## src/rtl/core/chbs_pkg.sv

```systemverilog
// Package for the consistent-hash backend selector.
// Holds request/response structs, codes, table sizes and the prime mask.
// No dependencies.
package chbs_pkg;

  localparam int MAX_ROWS     = 256;
  localparam int MAX_BACKENDS = 32;
  localparam int ROW_W        = $clog2(MAX_ROWS);
  localparam int RANK_W       = $clog2(MAX_BACKENDS);
  localparam int HEIGHT_W     = 9;
  localparam int COUNT_W      = 6;
  localparam int HASH_W       = 32;
  localparam int CFG_W        = 9;
  localparam logic [8:0] PERM_OFFSET_MUL = 9'd31;

  typedef enum logic [1:0] {
    REQ_BUILD  = 2'd0,
    REQ_ACTIVE = 2'd1,
    REQ_LOOKUP = 2'd2,
    REQ_NONE   = 2'd3
  } req_code_t;

  typedef enum logic [1:0] {
    ST_OK       = 2'd0,
    ST_BADCFG   = 2'd1,
    ST_NOTBUILT = 2'd2,
    ST_UNUSED   = 2'd3
  } status_t;

  typedef enum logic {
    CFG_HEIGHT = 1'b0,
    CFG_COUNT  = 1'b1
  } cfg_reg_t;

  typedef struct packed {
    logic [1:0]        req_type;
    logic [HASH_W-1:0] flow_hash;
    logic [4:0]        backend_sel;
    logic              make_active;
  } req_t;

  typedef struct packed {
    logic       found;
    logic [4:0] backend_id;
    logic [1:0] status;
  } resp_t;

  // sieve: strike every multiple of each d from d*d upward
  function automatic logic [255:0] prime_mask();
    logic [255:0] m;
    m    = '1;
    m[0] = 1'b0;
    m[1] = 1'b0;
    for (int d = 2; d * d < 256; d++) begin
      for (int j = d * d; j < 256; j += d) m[j] = 1'b0;
    end
    return m;
  endfunction

  localparam logic [255:0] PRIME_MASK = prime_mask();

endpackage

```

## src/rtl/core/chbs_mod_unit.sv

```systemverilog
// Serial remainder unit: dividend mod divisor, one quotient bit per cycle.
// Depends on chbs_pkg.
module chbs_mod_unit (
  input  logic                            clk,
  input  logic                            rst,
  input  logic                            start,
  input  logic [chbs_pkg::HASH_W-1:0]     dividend,
  input  logic [chbs_pkg::HEIGHT_W-1:0]   divisor,
  output logic                            done,
  output logic [chbs_pkg::HEIGHT_W-1:0]   rem
);
  import chbs_pkg::*;

  logic [HASH_W-1:0]         q;
  logic [$clog2(HASH_W+1)-1:0] cnt;
  logic [HEIGHT_W:0]         shifted;

  assign shifted = {rem, q[HASH_W-1]};

  always_ff @(posedge clk) begin
    if (rst) begin
      cnt  <= '0;
      done <= 1'b0;
    end else begin
      done <= 1'b0;
      if (start) begin
        q   <= dividend;
        rem <= '0;
        cnt <= ($clog2(HASH_W+1))'(HASH_W);
      end else if (cnt != '0) begin
        q   <= {q[HASH_W-2:0], 1'b0};
        if (shifted >= {1'b0, divisor}) rem <= HEIGHT_W'(shifted - {1'b0, divisor});
        else rem <= HEIGHT_W'(shifted);
        cnt <= cnt - 1'b1;
        if (cnt == ($clog2(HASH_W+1))'(1)) done <= 1'b1;
      end
    end
  end
endmodule

```

## config.mk

```make
export PLATFORM = sky130hd
export DESIGN_NAME = chbs_mod_unit
export DESIGN_NICKNAME = d
export VERILOG_FILES = /design/src/rtl/core/chbs_pkg.sv /design/src/rtl/core/chbs_mod_unit.sv
export SDC_FILE = /design/constraint.sdc
export NUM_CORES = 1
export LEC_CHECK = 0
export ABC_CLOCK_PERIOD_IN_PS = 4600
export BUFFER_PORTS_ARGS = -buffer_cell sky130_fd_sc_hd__buf_2
export CAP_MARGIN = 20
export CORE_MARGIN = 2
export CORE_UTILIZATION = 34
export DETAILED_ROUTE_END_ITERATION = 16
export PLACE_DENSITY = 0.54
export SETUP_SLACK_MARGIN = 0.05
export SLEW_MARGIN = 30
export SYNTH_ARGS = -nofsm -noshare
export SYNTH_HDL_FRONTEND = slang
export SYNTH_SLANG_ARGS = --single-unit
```

## constraint.sdc

```tcl
create_clock -name clk -period 4.6 [get_ports clk]
set_clock_uncertainty 0.15 [all_clocks]
set_input_delay 0.46 -clock clk [delete_from_list [all_inputs] [get_ports clk]]
set_output_delay 0.46 -clock clk [all_outputs]
set_load 0.01 [all_outputs]
```

# Word-level counts from Yosys, hierarchy flattened

Index checks and enable logic that the tools add are counted.

Add/sub/neg operators: 2
Order comparisons: 1
Equality and inequality tests: 1
Mux-type cells: 7
Bitwise logic cells: 2
Reductions and logical operators: 5

Operator list:

| kind                                                               | count |
|---|---|
| 32-bit two-way mux                                                 | 2 |
| 9-bit two-way mux                                                  | 2 |
| 6-bit two-way mux                                                  | 2 |
| 10-bit by 9-bit greater-or-equal comparator with 1-bit output      | 1 |
| 9-bit subtractor                                                   | 1 |
| 6-bit by 1-bit == test with 1-bit output, second input constant    | 1 |
| 6-bit nonzero test                                                 | 1 |
| 6-bit by 1-bit subtractor with 6-bit output, second input constant | 1 |
| 3-bit OR reduction                                                 | 1 |
| 1-bit NOT                                                          | 2 |
| 2-bit AND reduction                                                | 1 |
| 2-bit nonzero test                                                 | 1 |
| 2-bit OR reduction                                                 | 1 |
| 1-bit two-way mux                                                  | 1 |

Register bits after elaboration: 48
Input bits: 44
Output and inout bits: 10
Word-level logic and storage cells: 23

# Depth between registers and ports, before layout

Gate-level depths: netlist of the first run.

Depth in word-level cells: 3
Gate-level depth with buffers: 9
Gate-level depth less buffers: 9

# Least setup slack after synthesis of the first run

OpenSTA, ideal clock, no wires.

Path type: reg2reg
Start point: register cnt[0]
End point: register q[0], enable pin
Library setup time: 0.464 ns
Arrival: 2.982 ns
Required time: 3.986 ns
Path slack: 1.004 ns
Cell stages (with the launch flop): 4
Buffers on the path: 0
Period minus slack after synthesis: 3.596 ns
Cell sequence: dfxtp_1 > inv_1 > ha_1 > a31oi_1

Longest elaborated chain between the ends: 3

RTL lines:

| element                              | line                | text |
|---|---|---|
| start, declared                      | chbs_mod_unit.sv:15 | `logic [$clog2(HASH_W+1)-1:0] cnt;` |
| start signal, assigned               | chbs_mod_unit.sv:29 | `cnt <= ($clog2(HASH_W+1))'(HASH_W);` |
| start signal, assigned               | chbs_mod_unit.sv:34 | `cnt <= cnt - 1'b1;` |
| 6-bit nonzero test                   | chbs_mod_unit.sv:30 | `end else if (cnt != '0) begin` |
| 2-bit nonzero test (no source line)  | n/a                 |  |
| 2-bit AND reduction (no source line) | n/a                 |  |
| end signal, assigned                 | chbs_mod_unit.sv:27 | `q <= dividend;` |
| end signal, assigned                 | chbs_mod_unit.sv:31 | `q <= {q[HASH_W-2:0], 1'b0};` |
| end, declared                        | chbs_mod_unit.sv:14 | `logic [HASH_W-1:0] q;` |

No other way between the ends.
A chain may end at the register's enable or synchronous reset.

# Worst setup path after layout of the first run

Start point: register q[31]
End point: register rem[1] in the netlist's numbering, data pin

Longest elaborated chain between the ends: 3
Elaborated cells on any way between the ends: 4
Classes of those cells: add/sub: 1; order compare: 1; mux: 2

RTL lines:

| element                                                                                                  | line                | text |
|---|---|---|
| 9-bit subtractor / 10-bit by 9-bit greater-or-equal comparator with 1-bit output (equally long branches) | chbs_mod_unit.sv:32 | `if (shifted >= {1'b0, divisor}) rem <= HEIGHT_W'(shifted - {1'b0, divisor});` |
| 9-bit two-way mux (*)                                                                                    | chbs_mod_unit.sv:32 |  |
| 9-bit two-way mux (*)                                                                                    | chbs_mod_unit.sv:30 |  |
| end signal, assigned                                                                                     | chbs_mod_unit.sv:32 |  |
| end signal, assigned                                                                                     | chbs_mod_unit.sv:33 | `else rem <= HEIGHT_W'(shifted);` |
| end, declared                                                                                            | chbs_mod_unit.sv:10 | `output logic [chbs_pkg::HEIGHT_W-1:0] rem` |

Mark *: on every way between the ends. The rest lies on a longest branch, timed or not. The select of a mux whose other input is x is not followed.

==> results.json, run 1 <==
{
  "ant_nets": 0,
  "firstDrtPassIters": 4,
  "viasPerCell": 4.84,
  "period_minus_slack_ns": 2.69,
  "arrival_ns": 2.57,
  "yosys.cell_types.count": 43,
  "stdcell_count": 360,
  "ys_seq_area_share_pct": 54.3,
  "p_comb_share_pct": 33.1,
  "yosysMostFrequentCell": "edfxtp_1",
  "wl_um": 4850,
  "ir_worst_vdd_mv": 0.175,
  "antenna_cells_inserted": 0,
  "crit_path_end_kind": "flop",
  "r2r_setup_slack_ns": 1.91,
  "synthFlopType": "edfxtp_1",
  "clkTransAtPathRegs_ns": 0.09,
  "tightest_slew_ns": 0.549,
  "dp_hpwl_um": 3540,
  "syn_to_final_growth_pct": 20.1,
  "synth-edff-count": 41,
  "required_ns": 4.48,
  "cp_top_family": "compound AO/OA/AOI/OAI gates",
  "htreeDepth": 2,
  "fin_crit_sh_pct": 58.5,
  "pwr_density_cell_nw_per_um2": 448,
  "synthCells": 203,
  "cpPeakStageDelay_ns": 0.41,
  "grt_overflow": 0,
  "post_cts_resized": 0,
  "cts_hold_buffers": 0,
  "fmax_ghz": 0.371,
  "crit_type": "reg -> reg",
  "grt_pass1_wl_um": 7880,
  "path_cells": "inv_1 -> ha_1 -> inv_1 -> fa_1 -> a21o_1 -> a221o_1 -> o21ai_2 -> mux2i_1 -> nor2_1",
  "nets": 316,
  "cp-start-kind": "flop",
  "num_rows": 31,
  "fp.dieW_um": 90.2,
  "switchingPower_uw": 428,
  "cts_setup_buffers": 0,
  "path_buf_inv": 2,
  "hold_violations": 0,
  "leakagePower_uw": 0.00122,
  "clock-root-buffer": "clkbuf_8",
  "avgSynthCellArea_um2": 12.5,
  "grt_pass1_vias": 1680,
  "maxSlewViolCount": 0,
  "min_path_type": "in -> reg",
  "coreArea_um2": 7210,
  "relSlewSlack_pct": 63.4,
  "pwr-share-seq_pct": 45.3,
  "grt_usage_pct": 11.9,
  "wl_per_cell_um": 13.5,
  "crit_path_frequent_cell": "inv_1",
  "grt_max_degree": 44,
  "rsz0062_at_grt": "false",
  "antenna_found_initial": 0,
  "yosys-top-cells-area": "edfxtp_1 49%, mux2_2 14%, dfxtp_1 5.5%",
  "critPathSlowestCell": "edfxtp_1",
  "place.gp.congestion": 0.788,
  "tritoncts": "built",
  "async_flop_share_pct": 0,
  "p_int_uw": 932,
  "status": "finished clean",
  "maxCapViolations": 0,
  "tns_ns": 0,
  "initial_utilization_pct": 35.0,
  "die-area_um2": 8140,
  "switching_share_pct": 31.5,
  "synthTopCellsByCount": "41 x edfxtp_1, 31 x mux2_2, 15 x a21oi_1",
  "synth_area_um2": 2530,
  "cts_max_path_buffers": 2,
  "port_buffers": 53,
  "drt_iter0_markers": 52,
  "synth_warnings": 0,
  "synth_top_area_share_pct": 48.7,
  "power.share.clock_pct": 21.6,
  "num_io_pins": 54,
  "numCtsBuffers": 5,
  "syn_nets": 259,
  "synth-seq-cells": 48,
  "die_h_um": 90.2,
  "numClockSinks": 48,
  "post-route-drc-count": 0,
  "drive_gt1_share_pct": 39.1,
  "insertion_delay_ns": 0.29,
  "crit_path_max_fanout": 7,
  "setup_viol": 0,
  "yosysTopAreaCell": "edfxtp_1",
  "dp.cells": 352,
  "vias": 1741
}
area by class of cell:
type / count / area, um2
clock inverter: 2 / 35.0
sequential: 48 / 1370
fill: 734 / 4180
multi-input combinational: 136 / 1100
timing repair buffer: 55 / 280
inverter: 14 / 52.6
tap: 99 / 124
clock buffer: 6 / 72.6
routing by layer:
layer | global-route usage [%] | wire length (um)
met5 | 0 | 0
met4 | 3.08 | 46
met3 | 3.77 | 273
met2 | 19.2 | 2340
met1 | 15.4 | 2200
worst paths after layout:
path,startpoint,end,depth (start not counted)
worst min register to register,cnt[1],cnt[1],2
worst max-delay path,q[31],rem[1],9
worst max register to register,q[31],rem[1],9
worst min-delay path,rst,cnt[0],2
logic make-up after synthesis:
logic type      Yosys count  synth area share, %
simple gates             45                 8.71
fa+ha+maj                12                 6.24
buf+inv                  19                 2.82
flops                    48                 54.3
mux                      32                 14.2
xor+xnor                  6                 2.08
compound gates           41                 11.7
power by group through the flow:
stage	clock, uW	sequential [uW]	combinational, uW
floorplan	0	628	324
global placement	0	627	448
detailed placement	0	627	451
CTS	308	618	454
global route	321	626	504
finish	294	616	451
state kept, by name (all words and copies together) (netlist names):
signal  cells
cnt         6
done        1
q          32
rem         9
cell usage in the layout, fill, tap and decap left out, types with 2 or more instances in the layout:
master     n
buf_2     53
edfxtp_1  41
mux2_2    31
a21oi_1   15
inv_1     14
nor2_1    13
nand2_1   11
ha_1      11
dfxtp_1    7
nor3_1     5
xnor2_1    5
clkbuf_8   5
and3_1     4
nand3_1    3
o21ai_0    3
o21ai_1    3
a21o_1     2
nor2b_1    2
o21a_1     2
buf_4      2
metrics by stage:
step / hold slack (ns) / worst slack (ns) / total power (uW) / utilization [%] / area (um2)
3_5_place_dp: 0.368 / 1.86 / 1080 / 40.6 / 2930
6_report: 0.281 / 1.91 / 1360 / 42.1 / 3040
3_3_place_gp: 0.371 / 1.91 / 1080 / 40.6 / 2930
5_1_grt: 0.282 / 1.78 / 1450 / 42.1 / 3040
2_1_floorplan: 0.337 / 1.00 / 952 / - / 2530
4_1_cts: 0.271 / 1.90 / 1380 / 42.1 / 3040
Power figures use the tool's default switching activity.
==> run 2: changes to the inputs <==
- ABC_CLOCK_PERIOD_IN_PS: 4600 -> 2800
- clock period: 4.6 -> 2.8 ns (I/O delays scaled with it)
==> run 2 against run 1 <==
  * Hold slack worse by 0.20 ns
  * Maximum frequency is 5.5% higher
  * Combinational power is 67% higher
==> results.json, run 2 (synthesized netlist as in run 1, its figures left out) <==
{
  "arrival_ns": 2.46,
  "final_cell_mix": "53 x buf_2, 41 x edfxtp_1, 31 x mux2_2",
  "cts_hold_buffers": 0,
  "reg2reg_depth": 9,
  "cp-start-kind": "flop",
  "cts_setup_buffers": 0,
  "port_buffers": 53,
  "n_fill_cell": 752,
  "num_rows": 31,
  "drive_gt1_share_pct": 39.2,
  "coreArea_um2": 7210,
  "pwr_density_cell_nw_per_um2": 730,
  "drt_iter0_markers": 82,
  "min_path_type": "in -> reg",
  "top_register": "q",
  "fmax_ghz": 0.392,
  "clkTransAtPathRegs_ns": 0.09,
  "dp_hpwl_um": 3430,
  "crit_type": "reg -> reg",
  "clock-root-buffer": "clkbuf_8",
  "post-route-drc-count": 0,
  "place.gp.congestion": 0.820,
  "wl_per_cell_um": 13.6,
  "mostFrequentLayoutCell": "buf_2",
  "syn_to_final_growth_pct": 20.4,
  "leakagePower_uw": 0.00122,
  "antenna_cells_inserted": 0,
  "initial_utilization_pct": 35.0,
  "largest_reg_flops": 32,
  "crit_path_max_fanout": 6,
  "period_minus_slack_ns": 2.55,
  "hold_violations": 0,
  "reg_top3": "q x32, rem x9, cnt x6",
  "insertion_delay_ns": 0.29,
  "grt_pass1_wl_um": 8000,
  "critPathLaunch": "q[31]",
  "status": "finished clean",
  "tightest_slew_ns": 0.519,
  "crit_path_end_kind": "flop",
  "grt_usage_pct": 12.2,
  "crit_end": "rem[7]",
  "r2r_setup_slack_ns": 0.25,
  "vias": 1756,
  "fin_crit_sh_pct": 91.2,
  "fp.dieW_um": 90.2,
  "tns_ns": 0,
  "htreeDepth": 2,
  "die_h_um": 90.2,
  "r2r_start": "q[31]",
  "rsz0062_at_grt": "false",
  "ant_nets": 0,
  "grt_max_degree": 43,
  "setup_viol": 0,
  "post_cts_resized": 0,
  "numClockSinks": 48,
  "nets": 318,
  "relSlewSlack_pct": 65.4,
  "wl_um": 4920,
  "required_ns": 2.71,
  "numCtsBuffers": 5,
  "tritoncts": "built",
  "crit-reg2reg-capture": "rem[7]",
  "maxCapViolations": 0,
  "viasPerCell": 4.85,
  "grt_pass1_vias": 1706,
  "antenna_found_initial": 0,
  "maxSlewViolCount": 0,
  "ir_worst_vdd_mv": 0.344,
  "num_io_pins": 54,
  "cts_max_path_buffers": 2,
  "die-area_um2": 8140,
  "firstDrtPassIters": 4,
  "fin_hold_ws_ns": 0.0802,
  "grt_overflow": 0
}
==> run 2: worst min path at each step <==
stage	from	to	slack [ns]	depth (start not counted)
after floorplan	rst	cnt[5]	0.20	1
after global placement	cnt[1]	cnt[1]	0.36	2
after detailed placement	cnt[1]	cnt[1]	0.36	2
after CTS	rst	cnt[5]	0.07	2
after global routing	rst	cnt[5]	0.08	2
final	rst	cnt[5]	0.08	2
==> run 2: report_power, final <==
| part | internal (uW) | switching (uW) |
|---|---|---|
| clock | 232 | 232 |
| combinational | 336 | 415 |
| sequential | 941 | 67.0 |
==> run 2: routing by layer <==
layer	vias up	routed length [um]	global-route usage, %
li1	874	-	-
met1	824	2400	16.5
met2	53	2140	18.7
met3	5	316	3.69
met4	0	63	3.85
met5	-	0	0
==> run 2: worst max-delay path, cell delays in order (launching register included) <==
cell and delay, ns:
edfxtp_1 0.39, inv_1 0.06, ha_1 0.15, inv_1 0.05, fa_1 0.39, a21o_1 0.21
a221o_1 0.38, o21a_2 0.26, o21a_1 0.18, o21a_1 0.09
==> run 2: area by class of cell <==
class                           count  area, um2  area share [%]
Multi-Input combinational cell    136       1100            36.1
Clock buffer                        8        101            3.33
Sequential cell                    48       1370            45.0
Timing Repair Buffer               57        295            9.70
Tap cell                           99        124            4.07
Inverter                           14       52.6            1.73
==> run 2: stage by stage <==
step                      cells  total power, uW  area (um2)  worst slack [ns]  utilization [%]
final                       362             2220        3040             0.247             42.2
after global routing        362             2370        3040            0.0729             42.2
after CTS                   362             2250        3040             0.223             42.2
after detailed placement    354             1780        2940             0.234             40.8
after global placement      354             1770        2940             0.291             40.8
after floorplan             203             1560        2530             0.193                -
==> run 3: changes to the inputs <==
--- a/config.mk
+++ b/config.mk
@@ -14,2 +14,3 @@
 export PLACE_DENSITY = 0.54
+export RECOVER_POWER = 50
 export SETUP_SLACK_MARGIN = 0.05
--- a/constraint.sdc
+++ b/constraint.sdc
@@ -4,2 +4,2 @@
 set_output_delay 0.28 -clock clk [all_outputs]
-set_load 0.01 [all_outputs]
+set_load 0.05 [all_outputs]
==> run 3 against run 2 <==
  * Setup slack lost 0.0084 ns
  * Register-to-register slack about the same
  * First-iteration DRC count is 3.7% lower
  * Sequential power is essentially flat
  * Critical path depth stayed put
  * Sequential cell count unchanged
  * Clock power about the same
  * Maximum frequency down 0.33%
  * Power rose by 3.8%
  * Sequential share of layout area is 0.39 points higher
  * Hold slack got worse by 0.00088 ns
  * Die area stayed put
==> results.json, run 3 (synthesized netlist as in run 1, its figures left out) <==
{
  "fmax_ghz": 0.390,
  "wl_met3_um": 316,
  "syn_to_final_growth_pct": 19.4,
  "drt_iter0_markers": 79,
  "relSlewSlack_pct": 31.7,
  "grt_pass1_vias": 1706,
  "min_path_type": "in -> reg",
  "port_buffers": 53,
  "tritoncts": "built",
  "die_h_um": 90.2,
  "cts_setup_buffers": 0,
  "ir_worst_vdd_mv": 0.344,
  "tns_ns": 0,
  "crit_path_max_fanout": 4,
  "grt_usage_pct": 12.2,
  "drt-met1-wl_um": 2360,
  "vias": 1764,
  "coreArea_um2": 7210,
  "top_register": "q",
  "post_cts_resized": 0,
  "maxCapViolations": 0,
  "num_io_pins": 54,
  "pwr-share-seq_pct": 43.6,
  "largest_reg_flops": 32,
  "period_minus_slack_ns": 2.56,
  "post-route-drc-count": 0,
  "die-area_um2": 8140,
  "drive_gt1_share_pct": 34.2,
  "worstHoldPathCells": 2,
  "reg_top3": "q x32, rem x9, cnt x6",
  "met2WireLength_um": 2180,
  "ant_nets": 0,
  "final_cell_mix": "42 x buf_2, 41 x edfxtp_1, 31 x mux2_2",
  "grt_pass1_wl_um": 8000,
  "htreeDepth": 2,
  "antenna_found_initial": 0,
  "crit_path_end_kind": "flop",
  "fp.dieW_um": 90.2,
  "firstDrtPassIters": 4,
  "num_rows": 31,
  "wl_um": 4920,
  "initial_utilization_pct": 35.0,
  "clkTransAtPathRegs_ns": 0.09,
  "fin_crit_sh_pct": 91.5,
  "grt_overflow": 0,
  "dp_hpwl_um": 3430,
  "required_ns": 2.67,
  "ff_latch_area_um2": 1370,
  "viasPerCell": 4.87,
  "tightest_slew_ns": 1.02,
  "reg2reg_depth": 9,
  "leakagePower_uw": 0.00118,
  "mostFrequentLayoutCell": "buf_2",
  "n_fill_cell": 763,
  "p_comb_share_pct": 36.3,
  "cp-start-kind": "flop",
  "grt_max_degree": 43,
  "power.share.clock_pct": 20.1,
  "fin_hold_ws_ns": 0.0793,
  "arrival_ns": 2.43,
  "p_int_uw": 1500,
  "route.top_layer_used": "met4",
  "crit_type": "reg -> reg",
  "rsz0062_at_grt": "false",
  "status": "finished clean",
  "place.gp.congestion": 0.820,
  "antenna_cells_inserted": 0,
  "cts_max_path_buffers": 2,
  "multiInputGateArea_um2": 1090,
  "cts_hold_buffers": 0,
  "pwr_density_cell_nw_per_um2": 764,
  "nets": 318,
  "insertion_delay_ns": 0.29,
  "switching_share_pct": 35.2,
  "switchingPower_uw": 811,
  "hold_violations": 0,
  "numCtsBuffers": 5,
  "setup_viol": 0,
  "wl_per_cell_um": 13.6,
  "maxSlewViolCount": 0,
  "numClockSinks": 48,
  "clock-root-buffer": "clkbuf_8"
}
run 3: changes by cell type in the layout (fill, tap and decap cells not counted), sizes merged:
cell / delta
buf: -13
clkbuf: +13
run 3: cell type report:
| class | instances | share of cell area (%) |
|---|---|---|
| Inverter | 14 | 1.74 |
| Timing Repair Buffer | 57 | 9.12 |
| Tap cell | 99 | 4.10 |
| Sequential cell | 48 | 45.4 |
| Multi-Input combinational cell | 136 | 36.2 |
| Clock buffer | 8 | 3.36 |
run 3: worst max-delay path, cell delays in order, from the launching register on:
cell and delay (ns):
edfxtp_1 0.39, inv_1 0.06, ha_1 0.15, inv_1 0.05, fa_1 0.39, a21o_1 0.21, a221o_1 0.38, o21ai_2 0.22
mux2i_1 0.23, nor2_1 0.05
run 3: metal layers:
layer,GRT usage [%],up-vias
met5,0,-
met4,3.85,0
met3,3.69,5
met2,18.7,54
met1,16.5,830
li1,-,875
run 3: power groups by stage:
stage	registers (uW)	clock network, uW	logic [uW]
after detailed placement	1020	0	850
after CTS	1010	485	857
after global placement	1020	0	845
after floorplan	1130	0	535
after global routing	1020	510	923
final	1010	464	836
run 3: path summary, 6_finish.rpt:
kind                              from      to  slack [ns]
worst min register to register  cnt[1]  cnt[1]        0.37
worst min-delay path               rst  cnt[5]        0.08
worst max-delay path             q[31]  rem[1]        0.24
worst max register to register   q[31]  rem[1]        0.24
run 3: through the flow:
| stage | cell area (um2) | setup WS, ns | power, uW | utilization [%] | instances |
|---|---|---|---|---|---|
| after floorplan | 2530 | 0.193 | 1660 | - | 203 |
| after global placement | 2940 | 0.291 | 1870 | 40.8 | 354 |
| after detailed placement | 2940 | 0.234 | 1880 | 40.8 | 354 |
| after CTS | 3040 | 0.223 | 2350 | 42.2 | 362 |
| after global routing | 3020 | 0.0504 | 2460 | 41.8 | 362 |
| final | 3020 | 0.239 | 2310 | 41.8 | 362 |
